[src/rtl/met_pkg.sv]
// shared types, constants and helpers for the escape-time unit
`default_nettype none

package met_pkg;

    // fixed-point and field widths
    localparam int Q_W     = 32;
    localparam int STEP_W  = 31;
    localparam int LIM_W   = 16;
    localparam int PIX_W   = 12;
    localparam int FRAC_W  = 28;
    localparam int MUL_W   = 33;
    localparam int PROD_W  = 64;
    localparam int SUM_W   = 48;
    localparam int SQ_W    = PROD_W - FRAC_W;
    localparam int XP_W    = PROD_W - FRAC_W + 1;
    localparam int CFG_W   = 32;
    localparam int CIDX_W  = 3;

    // configuration register indexes
    localparam logic [CIDX_W-1:0] REG_REAL_ORIGIN = 3'd0;
    localparam logic [CIDX_W-1:0] REG_REAL_STEP   = 3'd1;
    localparam logic [CIDX_W-1:0] REG_IMAG_ORIGIN = 3'd2;
    localparam logic [CIDX_W-1:0] REG_IMAG_STEP   = 3'd3;
    localparam logic [CIDX_W-1:0] REG_ITER_LIMIT  = 3'd4;

    // escape radius squared, 4.0 in Q4.28
    localparam logic signed [SUM_W-1:0] ESCAPE_RAW = 48'sd1073741824;
    localparam logic signed [SUM_W-1:0] Q_MAX      = 48'sd2147483647;
    localparam logic signed [SUM_W-1:0] Q_MIN      = -48'sd2147483648;

    // operand selection of the shared multiplier
    typedef enum logic [2:0] {
        OP_COL,
        OP_ROW,
        OP_ZRR,
        OP_ZII,
        OP_ZRI,
        OP_CNT
    } op_t;

    // control from the sequencer to the datapath
    typedef struct packed {
        op_t  op;
        logic load_cr;
        logic load_ci;
        logic load_zr2;
        logic load_zi2;
        logic clear_z;
        logic update_z;
    } ctl_t;

    // clamp a wide sum to the signed Q4.28 range
    function automatic logic signed [Q_W-1:0] sat_q(input logic signed [SUM_W-1:0] v);
        logic signed [Q_W-1:0] r;
        if (v > Q_MAX) begin
            r = 32'sh7FFFFFFF;
        end else if (v < Q_MIN) begin
            r = 32'sh80000000;
        end else begin
            r = Q_W'(v);
        end
        return r;
    endfunction

endpackage

`default_nettype wire

[src/rtl/mandelbrot_escape_time_unit.sv]
// top level of the escape-time unit: channels, configuration and output register
//
// One pixel coordinate enters on the s_ channel; one result leaves on the m_ channel.
// The unit maps the pixel to a point c in Q4.28 from the configured origins and
// steps, then iterates z = z*z + c from zero until |z|^2 reaches 4.0 or the
// iteration limit is reached, and reports the count and a blue byte (count
// squared, low eight bits).
// Every product goes through one shared 33x33 multiplier, three times per
// iteration (the two squares and the cross term), before z is updated.
// s_tready is low while a pixel is being worked on; the next pixel is taken
// while the previous result still waits in the output register.
// If the receiver stalls, the finished result waits in the sequencer until the
// output register is free, adding the stalled cycles to the pixel.
// Synchronous reset returns the sequencer to idle, drops m_tvalid and loads
// the configuration defaults. Configuration writes belong to idle periods.
`default_nettype none

module mandelbrot_escape_time_unit #(
    parameter int COORD_BITS = 12,
    parameter int COUNT_BITS = 16
) (
    input  wire logic                          aclk,
    input  wire logic                          aresetn,
    // configuration write port
    input  wire logic                          cfg_wr_en,
    input  wire logic [met_pkg::CIDX_W-1:0]    cfg_index,
    input  wire logic [met_pkg::CFG_W-1:0]     cfg_wr_data,
    // pixel input: pixel_col [11:0], pixel_row [23:12]
    input  wire logic                          s_tvalid,
    output logic                               s_tready,
    input  wire logic [23:0]                   s_tdata,
    // result output: escape_count [15:0], blue_level [23:16]
    output logic                               m_tvalid,
    input  wire logic                          m_tready,
    output logic [23:0]                        m_tdata
);
    import met_pkg::*;

    localparam int CNT_W = (COUNT_BITS < LIM_W) ? COUNT_BITS : LIM_W;
    localparam logic [LIM_W-1:0] CNT_MAX = LIM_W'((64'd1 << CNT_W) - 64'd1);
    localparam logic [PIX_W-1:0] COORD_MASK =
        (COORD_BITS >= PIX_W) ? {PIX_W{1'b1}} : PIX_W'((64'd1 << COORD_BITS) - 64'd1);

    logic signed [Q_W-1:0]  real_origin_reg, imag_origin_reg;
    logic [STEP_W-1:0]      real_step_reg, imag_step_reg;
    logic [LIM_W-1:0]       limit_reg;
    logic [PIX_W-1:0]       col_reg, row_reg;
    logic                   m_tvalid_reg;
    logic [23:0]            m_tdata_reg;
    logic [LIM_W-1:0]       lim_clip;
    logic                   busy, done, escape, out_free, s_xfer;
    ctl_t                   ctl;
    logic [LIM_W-1:0]       count;
    logic [7:0]             cnt_lo, blue;

    assign s_tready = !busy;
    assign s_xfer   = s_tvalid && s_tready;
    assign out_free = !m_tvalid_reg || m_tready;
    assign lim_clip = (limit_reg > CNT_MAX) ? CNT_MAX : limit_reg;

    // configuration registers
    always_ff @(posedge aclk) begin
        if (!aresetn) begin
            real_origin_reg <= 32'shE0000000;
            real_step_reg   <= 31'd196608;
            imag_origin_reg <= 32'shF0000000;
            imag_step_reg   <= 31'd131072;
            limit_reg       <= 16'd255;
        end else if (cfg_wr_en) begin
            case (cfg_index)
                REG_REAL_ORIGIN: real_origin_reg <= cfg_wr_data;
                REG_REAL_STEP:   real_step_reg   <= cfg_wr_data[STEP_W-1:0];
                REG_IMAG_ORIGIN: imag_origin_reg <= cfg_wr_data;
                REG_IMAG_STEP:   imag_step_reg   <= cfg_wr_data[STEP_W-1:0];
                REG_ITER_LIMIT:  limit_reg       <= cfg_wr_data[LIM_W-1:0];
                default: ;
            endcase
        end
    end

    // capture the pixel on its transfer
    always_ff @(posedge aclk) begin
        if (s_xfer) begin
            col_reg <= s_tdata[PIX_W-1:0] & COORD_MASK;
            row_reg <= s_tdata[2*PIX_W-1:PIX_W] & COORD_MASK;
        end
    end

    met_seq #(
        .CNT_W (CNT_W)
    ) u_seq (
        .aclk       (aclk),
        .aresetn    (aresetn),
        .start_i    (s_xfer),
        .lim_i      (CNT_W'(lim_clip)),
        .escape_i   (escape),
        .out_free_i (out_free),
        .busy_o     (busy),
        .done_o     (done),
        .ctl_o      (ctl),
        .count_o    (count),
        .cnt_lo_o   (cnt_lo)
    );

    met_dp u_dp (
        .aclk          (aclk),
        .ctl_i         (ctl),
        .col_i         (col_reg),
        .row_i         (row_reg),
        .real_origin_i (real_origin_reg),
        .real_step_i   (real_step_reg),
        .imag_origin_i (imag_origin_reg),
        .imag_step_i   (imag_step_reg),
        .cnt_lo_i      (cnt_lo),
        .escape_o      (escape),
        .blue_o        (blue)
    );

    // output register
    always_ff @(posedge aclk) begin
        if (!aresetn) begin
            m_tvalid_reg <= 1'b0;
        end else if (done) begin
            m_tvalid_reg <= 1'b1;
        end else if (m_tready) begin
            m_tvalid_reg <= 1'b0;
        end
    end

    always_ff @(posedge aclk) begin
        if (done) begin
            m_tdata_reg <= {blue, count};
        end
    end

    assign m_tvalid = m_tvalid_reg;
    assign m_tdata  = m_tdata_reg;

endmodule

`default_nettype wire

[src/rtl/met_mul.sv]
// shared signed multiplier used for mapping, squares, cross term and colour
`default_nettype none

module met_mul (
    input  wire logic signed [met_pkg::MUL_W-1:0]  a_i,
    input  wire logic signed [met_pkg::MUL_W-1:0]  b_i,
    output logic signed      [met_pkg::PROD_W-1:0] p_o
);
    import met_pkg::*;

    logic signed [2*MUL_W-1:0] full;

    // all products in use fit in 64 bits
    assign full = a_i * b_i;
    assign p_o  = full[PROD_W-1:0];

endmodule

`default_nettype wire

[src/rtl/met_seq.sv]
// sequencer: steps one pixel through mapping, iterations and result hand-off
`default_nettype none

module met_seq #(
    parameter int CNT_W = 16
) (
    input  wire logic              aclk,
    input  wire logic              aresetn,
    input  wire logic              start_i,
    input  wire logic [CNT_W-1:0]  lim_i,
    input  wire logic              escape_i,
    input  wire logic              out_free_i,
    output logic                   busy_o,
    output logic                   done_o,
    output met_pkg::ctl_t          ctl_o,
    output logic [met_pkg::LIM_W-1:0] count_o,
    output logic [7:0]             cnt_lo_o
);
    import met_pkg::*;

    typedef enum logic [3:0] {
        S_IDLE,
        S_MAP_R,
        S_MAP_I,
        S_MAP_C,
        S_SQ_R,
        S_SQ_I,
        S_CROSS,
        S_UPDATE,
        S_DONE
    } state_t;

    state_t            state_reg, state_next;
    logic [CNT_W-1:0]  count_reg, count_next;
    logic [CNT_W-1:0]  count_inc;

    assign count_inc = count_reg + CNT_W'(1);

    // next state, counter and datapath strobes
    always_comb begin
        state_next = state_reg;
        count_next = count_reg;
        ctl_o      = '{op: OP_COL, default: 1'b0};
        done_o     = 1'b0;
        case (state_reg)
            S_IDLE: begin
                if (start_i) begin
                    count_next = '0;
                    state_next = S_MAP_R;
                end
            end
            S_MAP_R: begin
                ctl_o.op   = OP_COL;
                state_next = S_MAP_I;
            end
            S_MAP_I: begin
                ctl_o.op      = OP_ROW;
                ctl_o.load_cr = 1'b1;
                state_next    = S_MAP_C;
            end
            S_MAP_C: begin
                ctl_o.load_ci = 1'b1;
                ctl_o.clear_z = 1'b1;
                state_next    = (count_reg < lim_i) ? S_SQ_R : S_DONE;
            end
            S_SQ_R: begin
                ctl_o.op   = OP_ZRR;
                state_next = S_SQ_I;
            end
            S_SQ_I: begin
                ctl_o.op       = OP_ZII;
                ctl_o.load_zr2 = 1'b1;
                state_next     = S_CROSS;
            end
            S_CROSS: begin
                ctl_o.op       = OP_ZRI;
                ctl_o.load_zi2 = 1'b1;
                state_next     = escape_i ? S_DONE : S_UPDATE;
            end
            S_UPDATE: begin
                ctl_o.update_z = 1'b1;
                count_next     = count_inc;
                state_next     = (count_inc < lim_i) ? S_SQ_R : S_DONE;
            end
            S_DONE: begin
                ctl_o.op = OP_CNT;
                if (out_free_i) begin
                    done_o     = 1'b1;
                    state_next = S_IDLE;
                end
            end
            default: begin
                state_next = S_IDLE;
            end
        endcase
    end

    // state and iteration counter
    always_ff @(posedge aclk) begin
        if (!aresetn) begin
            state_reg <= S_IDLE;
            count_reg <= '0;
        end else begin
            state_reg <= state_next;
            count_reg <= count_next;
        end
    end

    assign busy_o   = (state_reg != S_IDLE);
    assign count_o  = LIM_W'(count_reg);
    assign cnt_lo_o = 8'(count_reg);

endmodule

`default_nettype wire

[src/rtl/met_dp.sv]
// datapath: point registers, iterate registers and the product register
`default_nettype none

module met_dp (
    input  wire logic                           aclk,
    input  wire met_pkg::ctl_t                  ctl_i,
    input  wire logic [met_pkg::PIX_W-1:0]      col_i,
    input  wire logic [met_pkg::PIX_W-1:0]      row_i,
    input  wire logic signed [met_pkg::Q_W-1:0] real_origin_i,
    input  wire logic [met_pkg::STEP_W-1:0]     real_step_i,
    input  wire logic signed [met_pkg::Q_W-1:0] imag_origin_i,
    input  wire logic [met_pkg::STEP_W-1:0]     imag_step_i,
    input  wire logic [7:0]                     cnt_lo_i,
    output logic                                escape_o,
    output logic [7:0]                          blue_o
);
    import met_pkg::*;

    logic signed [MUL_W-1:0]  mul_a, mul_b;
    logic signed [PROD_W-1:0] mul_p;
    logic signed [PROD_W-1:0] prod_reg;
    logic signed [Q_W-1:0]    cr_reg, ci_reg, zr_reg, zi_reg;
    logic signed [SQ_W-1:0]   zr2_reg, zi2_reg;
    logic signed [SQ_W-1:0]   sq_w;
    logic signed [XP_W-1:0]   cross_w;
    logic signed [SUM_W-1:0]  mag_w;

    // operand selection for the shared multiplier
    always_comb begin
        case (ctl_i.op)
            OP_COL: begin
                mul_a = MUL_W'(col_i);
                mul_b = MUL_W'(real_step_i);
            end
            OP_ROW: begin
                mul_a = MUL_W'(row_i);
                mul_b = MUL_W'(imag_step_i);
            end
            OP_ZRR: begin
                mul_a = MUL_W'(zr_reg);
                mul_b = MUL_W'(zr_reg);
            end
            OP_ZII: begin
                mul_a = MUL_W'(zi_reg);
                mul_b = MUL_W'(zi_reg);
            end
            OP_ZRI: begin
                mul_a = MUL_W'(zr_reg);
                mul_b = MUL_W'(zi_reg);
            end
            OP_CNT: begin
                mul_a = MUL_W'(cnt_lo_i);
                mul_b = MUL_W'(cnt_lo_i);
            end
            default: begin
                mul_a = '0;
                mul_b = '0;
            end
        endcase
    end

    met_mul u_mul (
        .a_i (mul_a),
        .b_i (mul_b),
        .p_o (mul_p)
    );

    // floored shifts of the registered product
    assign sq_w    = prod_reg[PROD_W-1:FRAC_W];
    assign cross_w = prod_reg[PROD_W-1:FRAC_W-1];

    // escape test on the two squares
    assign mag_w    = SUM_W'(zr2_reg) + SUM_W'(sq_w);
    assign escape_o = (mag_w >= ESCAPE_RAW);

    // colour byte straight from the multiplier when the count is selected
    assign blue_o = mul_p[7:0];

    // product and iterate registers
    always_ff @(posedge aclk) begin
        prod_reg <= mul_p;
        if (ctl_i.load_cr) begin
            cr_reg <= sat_q(SUM_W'(real_origin_i) + SUM_W'(prod_reg));
        end
        if (ctl_i.load_ci) begin
            ci_reg <= sat_q(SUM_W'(imag_origin_i) + SUM_W'(prod_reg));
        end
        if (ctl_i.load_zr2) begin
            zr2_reg <= sq_w;
        end
        if (ctl_i.load_zi2) begin
            zi2_reg <= sq_w;
        end
        if (ctl_i.clear_z) begin
            zr_reg <= '0;
            zi_reg <= '0;
        end else if (ctl_i.update_z) begin
            zr_reg <= sat_q(SUM_W'(zr2_reg) - SUM_W'(zi2_reg) + SUM_W'(cr_reg));
            zi_reg <= sat_q(SUM_W'(cross_w) + SUM_W'(ci_reg));
        end
    end

endmodule

`default_nettype wire

[config.mk]
export PLATFORM = sky130hd
export DESIGN_NAME = mandelbrot_escape_time_unit
export DESIGN_NICKNAME = d
export VERILOG_FILES = /design/src/rtl/met_pkg.sv /design/src/rtl/mandelbrot_escape_time_unit.sv /design/src/rtl/met_mul.sv /design/src/rtl/met_seq.sv /design/src/rtl/met_dp.sv
export SDC_FILE = /design/constraint.sdc
export NUM_CORES = 2
export LEC_CHECK = 0
export BUFFER_PORTS_ARGS = -buffer_cell sky130_fd_sc_hd__buf_2
export CORE_MARGIN = 10
export CORE_UTILIZATION = 29
export CTS_CLUSTER_DIAMETER = 40
export DETAILED_ROUTE_END_ITERATION = 6
export PLACE_DENSITY = 0.47
export RECOVER_POWER = 100
export SYNTH_ARGS = -nofsm -noshare
export SYNTH_HDL_FRONTEND = slang
export SYNTH_HIERARCHICAL = 1
export SYNTH_SLANG_ARGS = --single-unit
[constraint.sdc]
create_clock -name aclk -period 26.1 [get_ports aclk]
set_input_delay 0 -clock aclk [delete_from_list [all_inputs] [get_ports aclk]]
set_output_delay 0 -clock aclk [all_outputs]
set_load 0.01 [all_outputs]
## Yosys cells after proc, flatten, opt, wreduce, memory -nomap -nowiden

Index checks and enable logic that the tools add are counted.

| cells by class | value |
|---|---|
| bitwise logic cells | 0 |
| $lt $le $gt $ge | 12 |
| shift-type cells | 0 |
| reduce and logical (&&, ||, !) cells | 19 |
| $add $sub $neg | 7 |
| multiply operators | 1 |
| equal/unequal tests | 19 |
| div/mod/pow operators | 0 |
| multiplexer cells | 27 |

Operators with widths:

| operator | number |
|---|---|
| 33-bit case mux with 5 select lines | 2 |
| 48-bit by 32-bit > comparator with 1-bit output (second input constant) | 4 |
| 48-bit by 32-bit < comparator with 1-bit output (second input constant) | 4 |
| 32-bit two-way mux | 6 |
| 32-bit by 48-bit adder with 48-bit output | 2 |
| 37-bit by 32-bit adder with 38-bit output | 2 |
| 33-bit by 33-bit multiplier with 64-bit output | 1 |
| 48-bit by 32-bit greater-or-equal comparator with 1-bit output (second input constant) | 1 |
| 36-bit by 36-bit adder with 37-bit output | 1 |
| 36-bit by 36-bit subtractor with 37-bit output | 1 |
| 4-bit case mux with 9 select lines | 1 |
| 16-bit < comparator | 2 |
| 16-bit two-way mux | 2 |
| 16-bit case mux with 2 select lines | 1 |
| 4-bit two-way mux | 5 |
| 16-bit by 1-bit adder with 16-bit output (second input constant) | 1 |
| 4-bit by 3-bit equality test with 1-bit output (second input constant) | 4 |
| 16-bit > comparator (second input constant) | 1 |
| 3-bit case mux with 5 select lines | 1 |
| 2-bit AND reduction | 7 |
| 3-bit by 2-bit equality test with 1-bit output (second input constant) | 4 |
| 3-bit equality test (second input constant) | 3 |
| 1-bit two-way mux | 9 |
| 4-bit by 2-bit equality test with 1-bit output (second input constant) | 2 |
| 12 further kinds | 18 |

| word-level totals | value |
|---|---|
| memories | 0 |
| input bits | 64 |
| output and inout bits | 26 |
| bits in latches | 0 |
| flip-flop bits (word level) | 475 |
| word-level logic and storage cells | 103 |
| memory bits (read-only) | 0 |
| RAM bits | 0 |

## Logic depth before layout (Yosys ltp)

| depth | value |
|---|---|
| depth in word-level cells | 6 |
| depth in mapped cells | 39 |
| mapped depth without buffers | 33 |

## Cells and area by module

The synthesis kept the hierarchy.

Modules (own cells, without submodules):

| module | cells each | seq. area each (um^2) | area an instance (um^2) | times used |
|---|---|---|---|---|
| met_mul | 4132 | 0.0 | 38250.4 | 1 |
| met_dp | 2564 | 6646.4 | 22062.4 | 1 |
| mandelbrot_escape_time_unit | 570 | 4304.1 | 6776.5 | 1 |
| met_seq | 254 | 400.4 | 2064.5 | 1 |

## Worst setup path before layout

No wires, ideal clock.

| path | value |
|---|---|
| path type | reg-to-reg |
| start | reg u_seq.state_reg[0] |
| end | reg u_dp.prod_reg[61] |
| buffers on the path | 6 |
| data required time | 25.976 ns |
| setup time | 0.124 ns |
| period minus slack after synthesis | 10.718 ns |
| path slack | 15.382 ns |
| arrival | 10.594 ns |
| stages on the path, launching flop included | 37 |
| cell sequence | dfxtp_1 > clkbuf_1 > nor2_1 > and2_1 > o21bai_1 > clkbuf_1 > clkbuf_1 > clkbuf_1 > nand2_1 > o22a_1 > o21ai_0 > clkbuf_1 > nand2_1 > inv_1 > fa_1 > fa_1 > fa_1 > inv_1 > fa_1 > inv_1 > fa_1 > fa_1 > fa_1 > inv_1 > fa_1 > inv_1 > ha_1 > clkbuf_1 > o21ai_0 > nand2b_1 > a311oi_1 > o21ai_1 > a31oi_1 > nand4b_1 > a41oi_1 > mux2i_1 > nand3_1 |

RTL lines:

| item | RTL line | text |
|---|---|---|
| start, declared | met_seq.sv:33 | `state_t state_reg, state_next;` |
| start signal, assigned | met_seq.sv:104 | `state_reg <= state_next;` |
| end signal, assigned | met_dp.sv:81 | `prod_reg <= mul_p;` |
| end, declared | met_dp.sv:21 | `logic signed [PROD_W-1:0] prod_reg;` |

==> qor.csv <==
metric;value;unit
Placer Congestion;0.898;
layout cell share with drive strength beyond 1;0.0512;
Total Negative Setup Slacks;0;ps
CTS H-tree lvls;3;
leading area contributor after synthesis;fa_1;
largest net degree at the start of global routing;88;
Max Cap Viol;16;
TritonCTS clock tree;built;
CTS clk-pin slew, worst paths;60;ps
Top Metal Used;met4;
Synth async-reset ratio;0;
# DRC;0;
Crit. path cell count;31;
Initial Utilization;0.291;
Setup-failing EPs final;0;
LEAKAGE;36.4;nW
WP buf/inv;5;
Worst EP arrival;16730;ps
HP Class;in2reg;
crit share post-route;0.621;
nets;9155;
Mapped Area;69200;um^2
#FFs+latches synth;475;
post-DP HPWL;182000;um
cell row count;179;
register area;11400;um^2
Avg Inst Size Synth;9.20;um^2
clock buffer depth;3;
total track usage;0.183;
vias in the first global route;55800;
Via density;4.96;
delay-heaviest family, CP;compound AO/OA/AOI/OAI gates;
placed cells;10500;
most used cell, CP;fa_1;
final WL;240000;um
critical path peak fanout;33;
Finished Layout Cells;10700;
max-slew violations;676;
root buffer cell;clkbuf_16;
Largest register FFs;64;
wire length on met1;108000;um
Setup CP Type;reg2reg;
PD cells;71.8;nW/um^2
Worst Hold Launch;cfg_wr_en;
Clock Skew;49.4;ps
Clock Sinks;475;
routed via count;53200;
io pins;90;
Worst setup EP type;register;
Critical-path top delay cell;a2111oi_0;
min cycle time layout;16210;ps
DRT iter0 DRCs;3993;
worst r2r path cells;31;
register area share after synthesis;0.164;
commonest cells after routing, fill and taps aside;inv_1, fa_1, nand2_1;
DIE WIDTH;508;um
critical path required time;26620;ps
EDFF count, synth;184;
filler instances;24600;
met3 routed WL;12400;um
post-synthesis instance total;7520;
RSZ-0062 raised after global routing;no;
Hold Vio Cnt, Final;0;
Synth area leaders;fa_1, dfxtp_1, ha_1, edfxtp_1, inv_1;
most common cell after layout, fill and taps aside;inv_1;
Area growth syn-to-layout;10.8;%
DIE AREA;258000;um^2
violated checks;capacitance limit, slew limit;
core area;238000;um^2
Reg-to-Reg End;u_dp/prod_reg[51];
global-route wire length before repair;361000;um
postcts setup bufs;0;
run status;finished with violations;
Die Ht;508;um
Net Count, Synth;9197;
synth warn;6;
Inserted Clock Buffers;90;
Most used DFF post-synth;dfxtp_1;
Multi-input gate area;51600;um^2
share of the synthesized area in the top cell type;0.337;
DR WL met2;112000;um
TritonRoute pass-1 iters;6;
initial antenna violation count;14;
Max Fclk;61.7;MHz
R2R Setup Slk;9890;ps
post-synth cell types;111;
crit path capture;u_dp/prod_reg[51];
Slew headroom;-1.93;
R2R Path Start;u_seq/state_reg[0];
crit path launch;u_seq/state_reg[0];
Routed Antenna Nets;0;
DR WL/cell;22.3;um
crit path launch type;register;
CP max stage delay;2260;ps
Worst-Skew Late Latency;680;ps
Max IR drop VDD;130;uV
grt ovf;0;
IO Port Bufs;89;
worst slew pin tran;4390;ps
## cell families after synthesis
logic type	count (synthesis)	share of synthesized area
AO/OA/AOI/OAI	1119	0.108
XOR/XNOR	240	0.0304
adder cells (fa/ha/maj)	1613	0.418
buffers and inverters	1682	0.0936
flip-flops	475	0.164
multiplexers	190	0.0275
AND/OR/NAND/NOR	2201	0.158
## cells in the mapped netlist, types with 13 or more instances
library cell     n
ha_1           448
o21bai_1        36
and2_1         561
a21oi_1        297
nor2b_1         96
nor3_1          48
o211ai_1        25
a22oi_1         20
and3_1          19
o21ai_1         70
or3_1           34
inv_1         1292
dfxtp_1        291
a22o_1          26
xnor2_1        148
o32ai_1         29
nand3_1         67
o21a_1          28
clkbuf_1       314
xor2_1          92
o21ai_0        166
nor4_1          18
nand4_1         57
nor2_1         263
fa_1          1165
nand2_1        898
mux2i_1        188
nand2b_1        60
a21o_1         158
buf_2           53
a31oi_1         47
a211oi_1        58
a221oi_1        13
edfxtp_1       184
## layout make-up
class                   count  share of cell area
flip-flops and latches    475               0.148
diodes                      8            0.000261
repair buffers            256              0.0222
clock buffers             104              0.0312
clock inverters            65              0.0107
inverters                1292              0.0633
well taps                3167              0.0517
multi-input cells        5363               0.673
## worst min path at each step
| stage | end | cells after the start |
|---|---|---|
| after global routing | real_origin_reg[24] | 3 |
| after floorplan | col_reg[0] | 0 |
| final | real_origin_reg[29] | 4 |
| after CTS | row_reg[4] | 2 |
| after global placement | row_reg[8] | 1 |
| after detailed placement | col_reg[2] | 1 |
## per-stage QoR
step | total power, W | hold WS, ps | setup WS, ps | area [um^2] | util
floorplan | 0.00313 | 98.9 | 15380 | 69200 | -
global placement | 0.00432 | 180 | 13980 | 73100 | 0.308
detailed placement | 0.00431 | 179 | 13880 | 73100 | 0.308
CTS | 0.00558 | 2.04 | 13810 | 76900 | 0.324
global route | 0.00588 | 20.6 | 9150 | 76600 | 0.323
finish | 0.00550 | 22.6 | 9890 | 76600 | 0.323
## power by group
part           leakage, nW  total (W)  internal (W)  switching, W
Sequential            4.01    0.00109      0.000941      0.000145
Clock                 1.54    0.00123      0.000772      0.000454
Combinational         30.8    0.00319       0.00109       0.00210
## worst register-to-register path, delay by kind of cell, from the launching register on
family	cells	cell delay (ps)
compound gates	11	5520
fa+ha+maj	9	3740
buf+inv	5	3960
flops	1	430
simple gates	6	2410
## per-layer routing
layer / track usage / vias up
met3: 0.0224 / 299
met5: 0 / -
met2: 0.300 / 1423
met1: 0.252 / 27600
li1: - / 23900
met4: 0.0540 / 0
## timing repair
action | in CTS | in global routing
resized for setup | 0 | 0
setup endpoints to repair | 0 | 0
hold buffers | 61 | 0
hold endpoints to repair | 157 | 0
Note: power is estimated with default switching activity, not from simulation.
